--- config.mk ---
export PLATFORM = sky130hd
export DESIGN_NAME = auto_exposure_gain_stepper_unit
export DESIGN_NICKNAME = d
export VERILOG_FILES = /design/src/design/aegs_pkg.sv /design/src/design/aegs_front.sv /design/src/design/aegs_queue.sv /design/src/design/aegs_back.sv /design/src/design/auto_exposure_gain_stepper_unit.sv
export SDC_FILE = /design/constraint.sdc
export NUM_CORES = 1
export LEC_CHECK = 0
export BUFFER_PORTS_ARGS = -buffer_cell sky130_fd_sc_hd__buf_2
export CORE_MARGIN = 2
export CORE_UTILIZATION = 66
export DETAILED_ROUTE_END_ITERATION = 7
export GPL_ROUTABILITY_DRIVEN = 0
export HOLD_SLACK_MARGIN = 0.1
export PLACE_DENSITY = 0.89
export SYNTH_ARGS = -nofsm -noshare
export SYNTH_HDL_FRONTEND = slang
export SYNTH_SLANG_ARGS = --single-unit
--- constraint.sdc ---
create_clock -name clk -period 15.3 [get_ports clk]
set_input_delay 3.06 -clock clk [delete_from_list [all_inputs] [get_ports clk]]
set_output_delay 3.06 -clock clk [all_outputs]
set_load 0.1 [all_outputs]
--- src/design/aegs_pkg.sv ---
// ----------------------------------------------------------------------------
// aegs_pkg: shared types and constants of the gain stepper
// Widths, register indexes, reset values, thresholds and the job record that
// passes from the frame accumulator to the divide-and-step engine.
// ----------------------------------------------------------------------------
package aegs_pkg;

    // Longest frame that is accumulated; later bytes are ignored
    localparam int STATS_LEN = 256;
    localparam int CNT_W     = $clog2(STATS_LEN + 1);

    // Fixed field widths
    localparam int SUM_W     = 16;
    localparam int GAIN_W    = 16;
    localparam int BYTE_W    = 8;
    localparam int TGT_W     = 8;
    localparam int OUT_CNT_W = 9;
    localparam int CFG_W     = 16;
    localparam int CFG_IDX_W = 2;
    localparam int DIFF_W    = GAIN_W + 2;
    localparam int BIT_W     = $clog2(SUM_W);

    // Job queue depth
    localparam int QUEUE_DEPTH = 2;
    localparam int QPTR_W      = $clog2(QUEUE_DEPTH);
    localparam int QCNT_W      = $clog2(QUEUE_DEPTH + 1);

    // Register indexes
    localparam logic [CFG_IDX_W-1:0] REG_MODE   = 2'd0;
    localparam logic [CFG_IDX_W-1:0] REG_TARGET = 2'd1;
    localparam logic [CFG_IDX_W-1:0] REG_LIMIT  = 2'd2;

    // Mode codes
    localparam logic MODE_EXPOSURE = 1'b0;
    localparam logic MODE_BALANCE  = 1'b1;

    // Register reset values
    localparam logic [TGT_W-1:0]  TARGET_RESET = 8'd80;
    localparam logic [GAIN_W-1:0] LIMIT_RESET  = 16'd512;

    // Dead-band thresholds and gain steps
    localparam int THR_SMALL  = 10;
    localparam int THR_MID    = 20;
    localparam int THR_LARGE  = 30;
    localparam int STEP_SMALL = 1;
    localparam int STEP_MID   = 5;
    localparam int STEP_LARGE = 10;

    // One finished frame, ready for the back end
    typedef struct packed {
        logic [SUM_W-1:0]  sum;
        logic [CNT_W-1:0]  divisor;
        logic [GAIN_W-1:0] cur_gain;
        logic              mode;
        logic [TGT_W-1:0]  target;
        logic [GAIN_W-1:0] limit;
    } job_t;

    typedef enum logic [1:0] {
        BK_IDLE,
        BK_DIVIDE,
        BK_FINISH
    } back_state_t;

endpackage

--- src/design/aegs_front.sv ---
// ----------------------------------------------------------------------------
// aegs_front: frame accumulator and configuration registers
// Takes one statistics byte per cycle unless stalled, keeps sum, count and the
// position past the last nonzero byte, and queues a job at the frame's end.
// ----------------------------------------------------------------------------
module aegs_front (
    input  logic                             clk,
    input  logic                             rst_n,
    input  logic                             in_valid,
    output logic                             in_stall,
    input  logic [aegs_pkg::BYTE_W-1:0]      stat_byte,
    input  logic                             frame_last,
    input  logic [aegs_pkg::GAIN_W-1:0]      current_gain,
    input  logic                             cfg_we,
    input  logic [aegs_pkg::CFG_IDX_W-1:0]   cfg_index,
    input  logic [aegs_pkg::CFG_W-1:0]       cfg_data,
    input  logic                             job_full,
    output logic                             job_push,
    output aegs_pkg::job_t                   job
);

    logic                          mode_reg;
    logic [aegs_pkg::TGT_W-1:0]    target_reg;
    logic [aegs_pkg::GAIN_W-1:0]   limit_reg;

    logic [aegs_pkg::SUM_W-1:0]    sum_reg,   sum_next;
    logic [aegs_pkg::CNT_W-1:0]    count_reg, count_next;
    logic [aegs_pkg::CNT_W-1:0]    pos_reg,   pos_next;
    logic [aegs_pkg::SUM_W:0]      sum_ext;
    logic                          accept;

    // Stall only while the queue has no room
    assign in_stall = job_full;
    assign accept   = in_valid && !job_full;

    // Configuration writes
    always_ff @(posedge clk or negedge rst_n)
    begin
        if (!rst_n)
        begin
            mode_reg   <= aegs_pkg::MODE_EXPOSURE;
            target_reg <= aegs_pkg::TARGET_RESET;
            limit_reg  <= aegs_pkg::LIMIT_RESET;
        end
        else if (cfg_we)
        begin
            case (cfg_index)
                aegs_pkg::REG_MODE:   mode_reg   <= cfg_data[0];
                aegs_pkg::REG_TARGET: target_reg <= cfg_data[aegs_pkg::TGT_W-1:0];
                aegs_pkg::REG_LIMIT:  limit_reg  <= cfg_data[aegs_pkg::GAIN_W-1:0];
                default: ;
            endcase
        end
    end

    // Fold the incoming byte into the running totals
    always_comb
    begin
        sum_ext    = {1'b0, sum_reg} + (aegs_pkg::SUM_W + 1)'(stat_byte);
        sum_next   = sum_reg;
        count_next = count_reg;
        pos_next   = pos_reg;
        if (count_reg < aegs_pkg::CNT_W'(aegs_pkg::STATS_LEN))
        begin
            count_next = count_reg + 1'b1;
            if (stat_byte != '0)
            begin
                pos_next = count_reg + 1'b1;
            end
            sum_next = sum_ext[aegs_pkg::SUM_W] ? '1 : sum_ext[aegs_pkg::SUM_W-1:0];
        end
    end

    // Advance the totals; clear them after the frame's last item
    always_ff @(posedge clk or negedge rst_n)
    begin
        if (!rst_n)
        begin
            sum_reg   <= '0;
            count_reg <= '0;
            pos_reg   <= '0;
        end
        else if (accept)
        begin
            if (frame_last)
            begin
                sum_reg   <= '0;
                count_reg <= '0;
                pos_reg   <= '0;
            end
            else
            begin
                sum_reg   <= sum_next;
                count_reg <= count_next;
                pos_reg   <= pos_next;
            end
        end
    end

    // Build the job for the back end
    assign job_push     = accept && frame_last;
    assign job.sum      = sum_next;
    assign job.divisor  = (mode_reg == aegs_pkg::MODE_EXPOSURE) ? pos_next : count_next;
    assign job.cur_gain = current_gain;
    assign job.mode     = mode_reg;
    assign job.target   = target_reg;
    assign job.limit    = limit_reg;

endmodule

--- src/design/aegs_queue.sv ---
// ----------------------------------------------------------------------------
// aegs_queue: short job queue between front and back
// A small first-in first-out store of finished frames.
// ----------------------------------------------------------------------------
module aegs_queue (
    input  logic            clk,
    input  logic            rst_n,
    input  logic            push,
    input  aegs_pkg::job_t  push_data,
    output logic            full,
    input  logic            pop,
    output logic            not_empty,
    output aegs_pkg::job_t  pop_data
);

    aegs_pkg::job_t                 entry_reg [aegs_pkg::QUEUE_DEPTH];
    logic [aegs_pkg::QPTR_W-1:0]    wr_ptr_reg, wr_ptr_next;
    logic [aegs_pkg::QPTR_W-1:0]    rd_ptr_reg, rd_ptr_next;
    logic [aegs_pkg::QCNT_W-1:0]    fill_reg;
    logic                           do_push;
    logic                           do_pop;

    assign full      = (fill_reg == aegs_pkg::QCNT_W'(aegs_pkg::QUEUE_DEPTH));
    assign not_empty = (fill_reg != '0);
    assign do_push   = push && !full;
    assign do_pop    = pop && not_empty;
    assign pop_data  = entry_reg[rd_ptr_reg];

    // Wrap the pointers at the depth
    always_comb
    begin
        wr_ptr_next = (wr_ptr_reg == aegs_pkg::QPTR_W'(aegs_pkg::QUEUE_DEPTH - 1))
                      ? '0 : wr_ptr_reg + 1'b1;
        rd_ptr_next = (rd_ptr_reg == aegs_pkg::QPTR_W'(aegs_pkg::QUEUE_DEPTH - 1))
                      ? '0 : rd_ptr_reg + 1'b1;
    end

    // Store pushed jobs
    always_ff @(posedge clk)
    begin
        if (do_push)
        begin
            entry_reg[wr_ptr_reg] <= push_data;
        end
    end

    // Track pointers and fill level
    always_ff @(posedge clk or negedge rst_n)
    begin
        if (!rst_n)
        begin
            wr_ptr_reg <= '0;
            rd_ptr_reg <= '0;
            fill_reg   <= '0;
        end
        else
        begin
            if (do_push)
            begin
                wr_ptr_reg <= wr_ptr_next;
            end
            if (do_pop)
            begin
                rd_ptr_reg <= rd_ptr_next;
            end
            if (do_push && !do_pop)
            begin
                fill_reg <= fill_reg + 1'b1;
            end
            else if (do_pop && !do_push)
            begin
                fill_reg <= fill_reg - 1'b1;
            end
        end
    end

endmodule

--- src/design/aegs_back.sv ---
// ----------------------------------------------------------------------------
// aegs_back: divide and gain-step engine
// Takes one job, divides the sum one quotient bit per cycle, picks the gain
// step, clamps, and loads the output register (balance mode: the average).
// ----------------------------------------------------------------------------
module aegs_back (
    input  logic                               clk,
    input  logic                               rst_n,
    input  logic                               job_ready,
    input  aegs_pkg::job_t                     job,
    output logic                               job_pop,
    output logic                               out_valid,
    input  logic                               out_stall,
    output logic [aegs_pkg::GAIN_W-1:0]        result_value,
    output logic [aegs_pkg::OUT_CNT_W-1:0]     valid_count
);

    aegs_pkg::back_state_t              state_reg, state_next;

    logic [aegs_pkg::SUM_W-1:0]         quo_reg;
    logic [aegs_pkg::CNT_W-1:0]         rem_reg;
    logic [aegs_pkg::CNT_W-1:0]         divisor_reg;
    logic [aegs_pkg::BIT_W-1:0]         bit_reg;
    logic [aegs_pkg::GAIN_W-1:0]        cur_reg;
    logic                               mode_reg;
    logic [aegs_pkg::TGT_W-1:0]         target_reg;
    logic [aegs_pkg::GAIN_W-1:0]        limit_reg;

    logic                               out_valid_reg;
    logic [aegs_pkg::GAIN_W-1:0]        result_reg;
    logic [aegs_pkg::OUT_CNT_W-1:0]     count_reg;

    logic [aegs_pkg::CNT_W:0]           shifted;
    logic [aegs_pkg::CNT_W:0]           diff_sub;
    logic                               fits;
    logic [aegs_pkg::CNT_W-1:0]         rem_step;
    logic [aegs_pkg::SUM_W-1:0]         quo_step;

    logic [aegs_pkg::SUM_W-1:0]         avg;
    logic signed [aegs_pkg::DIFF_W-1:0] level_diff;
    logic signed [aegs_pkg::DIFF_W-1:0] gain_sum;
    logic signed [aegs_pkg::DIFF_W-1:0] gain_clamped;
    logic signed [aegs_pkg::DIFF_W-1:0] limit_s;
    logic [aegs_pkg::GAIN_W-1:0]        gain_value;
    logic [aegs_pkg::GAIN_W-1:0]        final_value;

    logic                               load_job;
    logic                               load_out;
    logic                               last_bit;

    // Pick the gain step from the dead band
    function automatic logic signed [aegs_pkg::DIFF_W-1:0] gain_step(
        input logic signed [aegs_pkg::DIFF_W-1:0] diff
    );
        logic signed [aegs_pkg::DIFF_W-1:0] step;
        step = '0;
        if (diff > 0)
        begin
            if (diff < aegs_pkg::THR_SMALL)       step = '0;
            else if (diff < aegs_pkg::THR_MID)    step = aegs_pkg::DIFF_W'(aegs_pkg::STEP_SMALL);
            else if (diff < aegs_pkg::THR_LARGE)  step = aegs_pkg::DIFF_W'(aegs_pkg::STEP_MID);
            else                                  step = aegs_pkg::DIFF_W'(aegs_pkg::STEP_LARGE);
        end
        else
        begin
            if (diff > -aegs_pkg::THR_SMALL)      step = '0;
            else if (diff > -aegs_pkg::THR_MID)   step = aegs_pkg::DIFF_W'(-aegs_pkg::STEP_SMALL);
            else if (diff > -aegs_pkg::THR_LARGE) step = aegs_pkg::DIFF_W'(-aegs_pkg::STEP_MID);
            else                                  step = aegs_pkg::DIFF_W'(-aegs_pkg::STEP_LARGE);
        end
        return step;
    endfunction

    // One restoring divide step
    always_comb
    begin
        shifted  = {rem_reg, quo_reg[aegs_pkg::SUM_W-1]};
        diff_sub = shifted - {1'b0, divisor_reg};
        fits     = (shifted >= {1'b0, divisor_reg});
        rem_step = fits ? diff_sub[aegs_pkg::CNT_W-1:0] : shifted[aegs_pkg::CNT_W-1:0];
        quo_step = {quo_reg[aegs_pkg::SUM_W-2:0], fits};
    end

    // Step the gain and clamp it; an all-zero divisor gives a zero average
    always_comb
    begin
        avg          = (divisor_reg == '0) ? '0 : quo_reg;
        level_diff   = $signed({{(aegs_pkg::DIFF_W - aegs_pkg::TGT_W){1'b0}}, target_reg})
                     - $signed({{(aegs_pkg::DIFF_W - aegs_pkg::SUM_W){1'b0}}, avg});
        gain_sum     = $signed({{(aegs_pkg::DIFF_W - aegs_pkg::GAIN_W){1'b0}}, cur_reg})
                     + gain_step(level_diff);
        limit_s      = $signed({{(aegs_pkg::DIFF_W - aegs_pkg::GAIN_W){1'b0}}, limit_reg});
        gain_clamped = (gain_sum > limit_s) ? limit_s : gain_sum;
        gain_value   = (gain_clamped > 0) ? gain_clamped[aegs_pkg::GAIN_W-1:0] : cur_reg;
        final_value  = (mode_reg == aegs_pkg::MODE_BALANCE) ? avg : gain_value;
    end

    // Sequencer: next state and control
    always_comb
    begin
        state_next = state_reg;
        load_job   = 1'b0;
        load_out   = 1'b0;
        last_bit   = (bit_reg == aegs_pkg::BIT_W'(aegs_pkg::SUM_W - 1));
        case (state_reg)
            aegs_pkg::BK_IDLE:
            begin
                if (job_ready)
                begin
                    load_job   = 1'b1;
                    state_next = aegs_pkg::BK_DIVIDE;
                end
            end
            aegs_pkg::BK_DIVIDE:
            begin
                if (last_bit)
                begin
                    state_next = aegs_pkg::BK_FINISH;
                end
            end
            aegs_pkg::BK_FINISH:
            begin
                if (!out_valid_reg || !out_stall)
                begin
                    load_out   = 1'b1;
                    state_next = aegs_pkg::BK_IDLE;
                end
            end
            default:
            begin
                state_next = aegs_pkg::BK_IDLE;
            end
        endcase
    end

    assign job_pop = load_job;

    // State register
    always_ff @(posedge clk or negedge rst_n)
    begin
        if (!rst_n)
        begin
            state_reg <= aegs_pkg::BK_IDLE;
        end
        else
        begin
            state_reg <= state_next;
        end
    end

    // Load a job, then advance the divider
    always_ff @(posedge clk)
    begin
        if (load_job)
        begin
            quo_reg     <= job.sum;
            rem_reg     <= '0;
            divisor_reg <= job.divisor;
            bit_reg     <= '0;
            cur_reg     <= job.cur_gain;
            mode_reg    <= job.mode;
            target_reg  <= job.target;
            limit_reg   <= job.limit;
        end
        else if (state_reg == aegs_pkg::BK_DIVIDE)
        begin
            quo_reg <= quo_step;
            rem_reg <= rem_step;
            bit_reg <= bit_reg + 1'b1;
        end
    end

    // Output register: hold while stalled
    always_ff @(posedge clk or negedge rst_n)
    begin
        if (!rst_n)
        begin
            out_valid_reg <= 1'b0;
        end
        else if (load_out)
        begin
            out_valid_reg <= 1'b1;
        end
        else if (!out_stall)
        begin
            out_valid_reg <= 1'b0;
        end
    end

    always_ff @(posedge clk)
    begin
        if (load_out)
        begin
            result_reg <= final_value;
            count_reg  <= aegs_pkg::OUT_CNT_W'(divisor_reg);
        end
    end

    assign out_valid    = out_valid_reg;
    assign result_value = result_reg;
    assign valid_count  = count_reg;

endmodule

--- src/design/auto_exposure_gain_stepper_unit.sv ---
// After its frame's last item is accepted, the back end loads the job from the queue,
// runs 16 one-bit divide steps, then steps the gain and loads the output.
// Throughput: one statistics byte per cycle while the job queue has room; the back end
// takes one job at a time, and the two-entry job queue absorbs short frames.
// Reset clears the accumulators, queue and output; registers return to mode 0,
// target 80, limit 512.
// ----------------------------------------------------------------------------
// auto_exposure_gain_stepper_unit: auto exposure / white balance gain stepper
// Accumulates statistics bytes per frame, then divides and steps the gain (or, in balance mode, gives the average).
// ----------------------------------------------------------------------------
module auto_exposure_gain_stepper_unit (
    input  logic                               clk,
    input  logic                               rst_n,
    input  logic                               in_valid,
    output logic                               in_stall,
    input  logic [aegs_pkg::BYTE_W-1:0]        stat_byte,
    input  logic                               frame_last,
    input  logic [aegs_pkg::GAIN_W-1:0]        current_gain,
    output logic                               out_valid,
    input  logic                               out_stall,
    output logic [aegs_pkg::GAIN_W-1:0]        result_value,
    output logic [aegs_pkg::OUT_CNT_W-1:0]     valid_count,
    input  logic                               cfg_we,
    input  logic [aegs_pkg::CFG_IDX_W-1:0]     cfg_index,
    input  logic [aegs_pkg::CFG_W-1:0]         cfg_data
);

    logic            job_push;
    logic            job_full;
    logic            job_ready;
    logic            job_pop;
    aegs_pkg::job_t  front_job;
    aegs_pkg::job_t  queued_job;

    // Front: accumulate the frame
    aegs_front u_front (
        .clk          (clk),
        .rst_n        (rst_n),
        .in_valid     (in_valid),
        .in_stall     (in_stall),
        .stat_byte    (stat_byte),
        .frame_last   (frame_last),
        .current_gain (current_gain),
        .cfg_we       (cfg_we),
        .cfg_index    (cfg_index),
        .cfg_data     (cfg_data),
        .job_full     (job_full),
        .job_push     (job_push),
        .job          (front_job)
    );

    // Queue of finished frames
    aegs_queue u_queue (
        .clk       (clk),
        .rst_n     (rst_n),
        .push      (job_push),
        .push_data (front_job),
        .full      (job_full),
        .pop       (job_pop),
        .not_empty (job_ready),
        .pop_data  (queued_job)
    );

    // Back: divide and step
    aegs_back u_back (
        .clk          (clk),
        .rst_n        (rst_n),
        .job_ready    (job_ready),
        .job          (queued_job),
        .job_pop      (job_pop),
        .out_valid    (out_valid),
        .out_stall    (out_stall),
        .result_value (result_value),
        .valid_count  (valid_count)
    );

endmodule

-- After elaboration in Yosys (flattened, before gate mapping)
Memory sizes are Yosys's and may differ from the RTL's.
Index checks and enable logic that the tools add are counted.
- input port bits: 48
- word-level logic and storage cells: 115
- output and inout bits: 27
- memories: 1
- bits in registers: 170
- bits in writable memories: 132
- memory list (name ; depth ; bits a word ; read ports ; clocked after memory_dff ; wr ports ; RTL line ; RTL):
    u_queue.entry_reg ; 2 ; 66 ; 1 ; 0 ; 1 ; aegs_queue.sv:16 ; aegs_pkg::job_t entry_reg [aegs_pkg::QUEUE_DEPTH];
- equal/unequal tests: 10
- add/subtract/negate cells: 10
- mux-type cells: 39
- magnitude comparators: 11
- reductions and logical operators: 23
- operators with widths (cell ; count):
    $mux W16 ; 8
    $mux W18 ; 6
    $mux W9 ; 7
    $gt A17 B6 Y1 const B ; 2
    $lt A17 B6 Y1 const B ; 2
    $add A17 B18 Y18 ; 1
    $gt A18 B1 Y1 const B ; 1
    $gt A18 B17 Y1 ; 1
    $add A16 B8 Y17 ; 1
    $gt A17 B1 Y1 const B ; 1
    $gt A17 B5 Y1 const B ; 1
    $lt A17 B5 Y1 const B ; 1
    $sub A8 B16 Y17 ; 1
    $ge A10 B9 Y1 ; 1
    $mux W1 ; 10
    $mux W2 ; 5
    $add A9 B1 Y9 const B ; 1
    $logic_not A9 Y1 ; 1
    $lt A9 B9 Y1 const B ; 1
    $sub A9 B9 Y9 ; 1
    $mux W4 ; 2
    $reduce_bool A8 Y1 ; 1
    $eq A2 B2 Y1 const B ; 3
    $logic_and A1 B1 Y1 ; 6
    15 further kinds ; 28

-- Logic depth before layout (Yosys ltp)
- word-level depth: 14
- gate-level depth with buffers: 39

-- By module
From an unflattened synthesis, not the netlist that was laid out.
- cells, all modules: 1337
- area, all modules: 15857.7 um2
- modules (own cells, without submodules) (module ; instances ; cells an instance ; area an instance (um2)):
    aegs_back ; 1 ; 709 ; 7079.3
    aegs_queue ; 1 ; 224 ; 5073.6
    aegs_front ; 1 ; 404 ; 3704.8

-- Worst setup path before layout
No wires, ideal clock.
- kind: reg-to-reg
- start: reg u_back.divisor_reg[1] (netlist name)
- end: reg u_back.result_reg, in the netlist u_back.result_value[14], data pin
- period minus slack after synthesis: 8248 ps
- stages on the path, launching flop included: 36
- arrival: 7987 ps
- buffers on the path: 2
- setup time: 261 ps
- path slack: 7052 ps
- cells stage by stage: edfxtp_1 nor2_1 nand3_1 clkbuf_1 and2_1 ha_1 inv_1 fa_1 a211oi_1 o21ai_0 and2_1 o31a_1 or4_1 nor3_1 o2bb2ai_1 a21oi_1 inv_1 ha_1 a211oi_1 o21ai_1 a41oi_1 a21oi_1 xor2_1 ha_1 a21o_1 a21oi_1 nor2_1 a2111oi_0 a21oi_1 o21ai_0 mux2i_1 o22ai_1 buf_2 mux2i_1 nor3_1 a221o_1
- cells in the longest elaborated chain, start to end: 14
- RTL lines (what ; RTL line ; RTL):
    start: declaration ; aegs_back.sv:22 ; logic [aegs_pkg::CNT_W-1:0] divisor_reg;
    start signal: assignment ; aegs_back.sv:158 ; divisor_reg <= job.divisor;
    $logic_not A9 Y1 * ; aegs_back.sv:87 ; avg = (divisor_reg == '0) ? '0 : quo_reg;
    $mux W16 * ; aegs_back.sv:87 ;
    $sub A8 B16 Y17 ; aegs_back.sv:89 ; - $signed({{(aegs_pkg::DIFF_W - aegs_pkg::SUM_W){1'b0}}, avg});
    $gt A17 B6 Y1 / $lt A17 B6 Y1 (equally long branches) ; aegs_back.sv:68, aegs_back.sv:61 ;
    $mux W4, on equally long branches ; aegs_back.sv:68, aegs_back.sv:61 ;
    $mux W18, on equally long branches ; aegs_back.sv:67, aegs_back.sv:60 ;
    $mux W18, on equally long branches ; aegs_back.sv:66, aegs_back.sv:59 ;
    $mux W18 ; aegs_back.sv:57 ; if (diff > 0)
    $add A17 B18 Y18 ; aegs_back.sv:91 ; + gain_step(level_diff);
    $gt A18 B17 Y1 ; aegs_back.sv:93 ; gain_clamped = (gain_sum > limit_s) ? limit_s : gain_sum;
    $mux W18 ; aegs_back.sv:93 ;
    $gt A18 B1 Y1 ; aegs_back.sv:94 ; gain_value = (gain_clamped > 0) ? gain_clamped[aegs_pkg::GAIN_W-1:0] : cur_reg;
    $mux W16 ; aegs_back.sv:94 ;
    $mux W16 * ; aegs_back.sv:95 ; final_value = (mode_reg == aegs_pkg::MODE_BALANCE) ? avg : gain_value;
    net u_back.final_value, one bit ; aegs_back.sv:45 ; logic [aegs_pkg::GAIN_W-1:0] final_value;
    end signal: assignment ; aegs_back.sv:194 ; result_reg <= final_value;
    end: declaration ; aegs_back.sv:30 ; logic [aegs_pkg::GAIN_W-1:0] result_reg;
The timed path passes the listed nets; every way through them passes the cells marked *.
A chain may end at the register's enable or synchronous reset.

-- Worst setup path in the final report
- start: reg u_back.divisor_reg[2] (netlist name)
- end: reg u_back.result_reg, in the netlist u_back.result_value[0], data pin
Same word-level chain as after synthesis.

==> metrics <==
CP Data Required Time=15590 ps; vias per cell=6.59; die width=154 microns; initial antenna violation count=0; Final Net Count=1402; DRC=0; Setup Buffers After CTS=0; DP Cell Count=1536; Distinct cells, synth=79; Yosys reg bits=302; area of the mapped netlist=0.0149 sq mm; Setup WS pre-CTS=5960 ps; Largest register FFs=132; final slew viol count=0; H-tree Lvls=1; Post-synth top flop=edfxtp_1; setup ws final=5540 ps; clk sinks=302; Worst setup EP type=register; ratio of cells with drive above 1 in the final layout=17.6%; peak supply drop=0.123 mV; Synth Area per Inst=12.2 sq um; final setup violation count=0; vias=10500; Slew headroom=14.7%; number of global-route vias before repair=10300; Cell Rows=54; final hold vios=0; most common cell after layout, fill and taps aside=edfxtp_1; FMAX=0.102 GHz; GR Overflow Total=0; Synth Instances=1217; crit path max fanout=19; Yosys top cell by area=edfxtp_1; clk_skew=19.9 ps; CP max stage delay=610 ps; DIE HEIGHT=154 microns; wire length per cell=21.4 microns; die footprint=0.0238 sq mm; RSZ-0062 raised after global routing=no; CTS Hold Bufs=0; syn_nets=1331; Final Total Pwr=3.28 mW; cell family with most CP delay=compound AO/OA/AOI/OAI gates; Seq/Total Area, Yosys=57.9%; Port Buffers=74; final worst-path cycle share=63.8%; Iter 0 DRT Violations=1312; number of synthesized flops with an enable pin=223; Hold Crit Class=reg2reg; Antenna Nets Post-Route=0; LEAKAGE=6.45 nW; Clock Tree Buf Depth=3; status=finished clean; Worst-Skew Late Latency=560 ps; worst path buffer plus inverter count=2; Area growth syn-to-layout=10.7%; diode count=0; top cell type's share of synthesized area=45.0%; clk slew on worst S/H paths=60 ps; largest net degree at the start of global routing=67; Root Driver=clkbuf_16; crit path kind=reg2reg; drt total wl=34100 microns; I/O pin total=75; largest cells by area after synthesis=edfxtp_1 (45%), dfrtp_1 (11%), mux2_2 (5.8%), ha_1 (5.2%), o21ai_0 (2.9%); most frequent cells in the layout=edfxtp_1 (223), nand2_1 (89), o21ai_0 (85); Post-synth ARST share=21.9%; Max-Cap Viols=0; global-route usage over all layers=29.2%; setup TNS=0 ps; cts repair resizes=0; Crit-path slowest cell=nand3_1; P per Cell Area=199 mW/mm^2; Critical Path AT=10050 ps; global-route wire length before repair=54900 microns; Starting Density=67.7%; Cell Count, Final, Fillers Out=1592; Final Critical Period=9760 ps; CORE AREA=0.0220 sq mm; cts bufs inserted=30; hold slack final=465 ps; CTS tree=built; Slew @ Worst Pin=1270 ps; CP startpoint kind=register; DR pass1 iterations=5; Detailed Place HPWL=22700 microns; YS warnings=0; r2r setup slk=5540 ps
## stage by stage
stage | util (%) | cell area (sq um)
6_report | 75.0 | 16500
5_1_grt | 75.0 | 16500
4_1_cts | 75.0 | 16500
3_5_place_dp | 70.6 | 15500
3_3_place_gp | 70.6 | 15500
2_1_floorplan | - | 14900
## kinds of logic after synthesis
logic type / synth area share [%]
adder cells (fa/ha/maj): 5.75
buffers and inverters: 2.82
flip-flops: 57.9
multiplexers: 7.84
AND/OR/NAND/NOR: 9.55
AO/OA/AOI/OAI: 13.6
XOR/XNOR: 2.59
## layout make-up
cell class / instances / area (sq um)
flip-flops and latches: 302 / 8610
well taps: 280 / 350
repair buffers: 85 / 453
inverters: 60 / 225
fillers: 1292 / 5490
clock inverters: 12 / 95.1
clock buffers: 44 / 875
multi-input cells: 809 / 5860
## metal layers
metal | vias to the layer above | routed length (microns) | track usage [%] | part of all wire, %
met5 | - | 0 | 0 | 0
met4 | 0 | 1270 | 10.5 | 3.7
met3 | 127 | 2980 | 4.88 | 8.7
met2 | 568 | 16200 | 46.4 | 47
met1 | 5043 | 13700 | 41.3 | 40
li1 | 4749 | - | - | -
## final timing paths
check / endpoint / depth (start not counted) / start
setup / recovery: u_back.result_value[0] / 35 / u_back.divisor_reg[2]
hold / removal: u_queue.entry_reg[0][16] / 0 / u_front.target_reg[0]
setup reg to reg: u_back.result_value[0] / 35 / u_back.divisor_reg[2]
hold reg to reg: u_queue.entry_reg[0][16] / 0 / u_front.target_reg[0]
max in group asynchronous: u_back.state_reg[0] / 2 / rst_n
min in group asynchronous: u_front.limit_reg[6] / 2 / rst_n
## synth_stat cells, types with 19 or more instances
cell type	instances
edfxtp_1	223
nand2_1	89
o21ai_0	85
mux2_2	76
dfrtp_1	63
ha_1	62
nor2_1	62
inv_1	58
a21oi_1	54
mux2i_1	31
nor3_1	29
clkbuf_1	28
xnor2_1	27
a21o_1	19
## power by group
| group | leakage [nW] | total [mW] | internal, mW | switching, mW |
|---|---|---|---|---|
| Sequential | 2.99 | 1.32 | 1.15 | 0.174 |
| Clock | 0.472 | 0.719 | 0.413 | 0.306 |
| Combinational | 2.98 | 1.23 | 0.498 | 0.734 |
(Power assumes the default switching activity.)
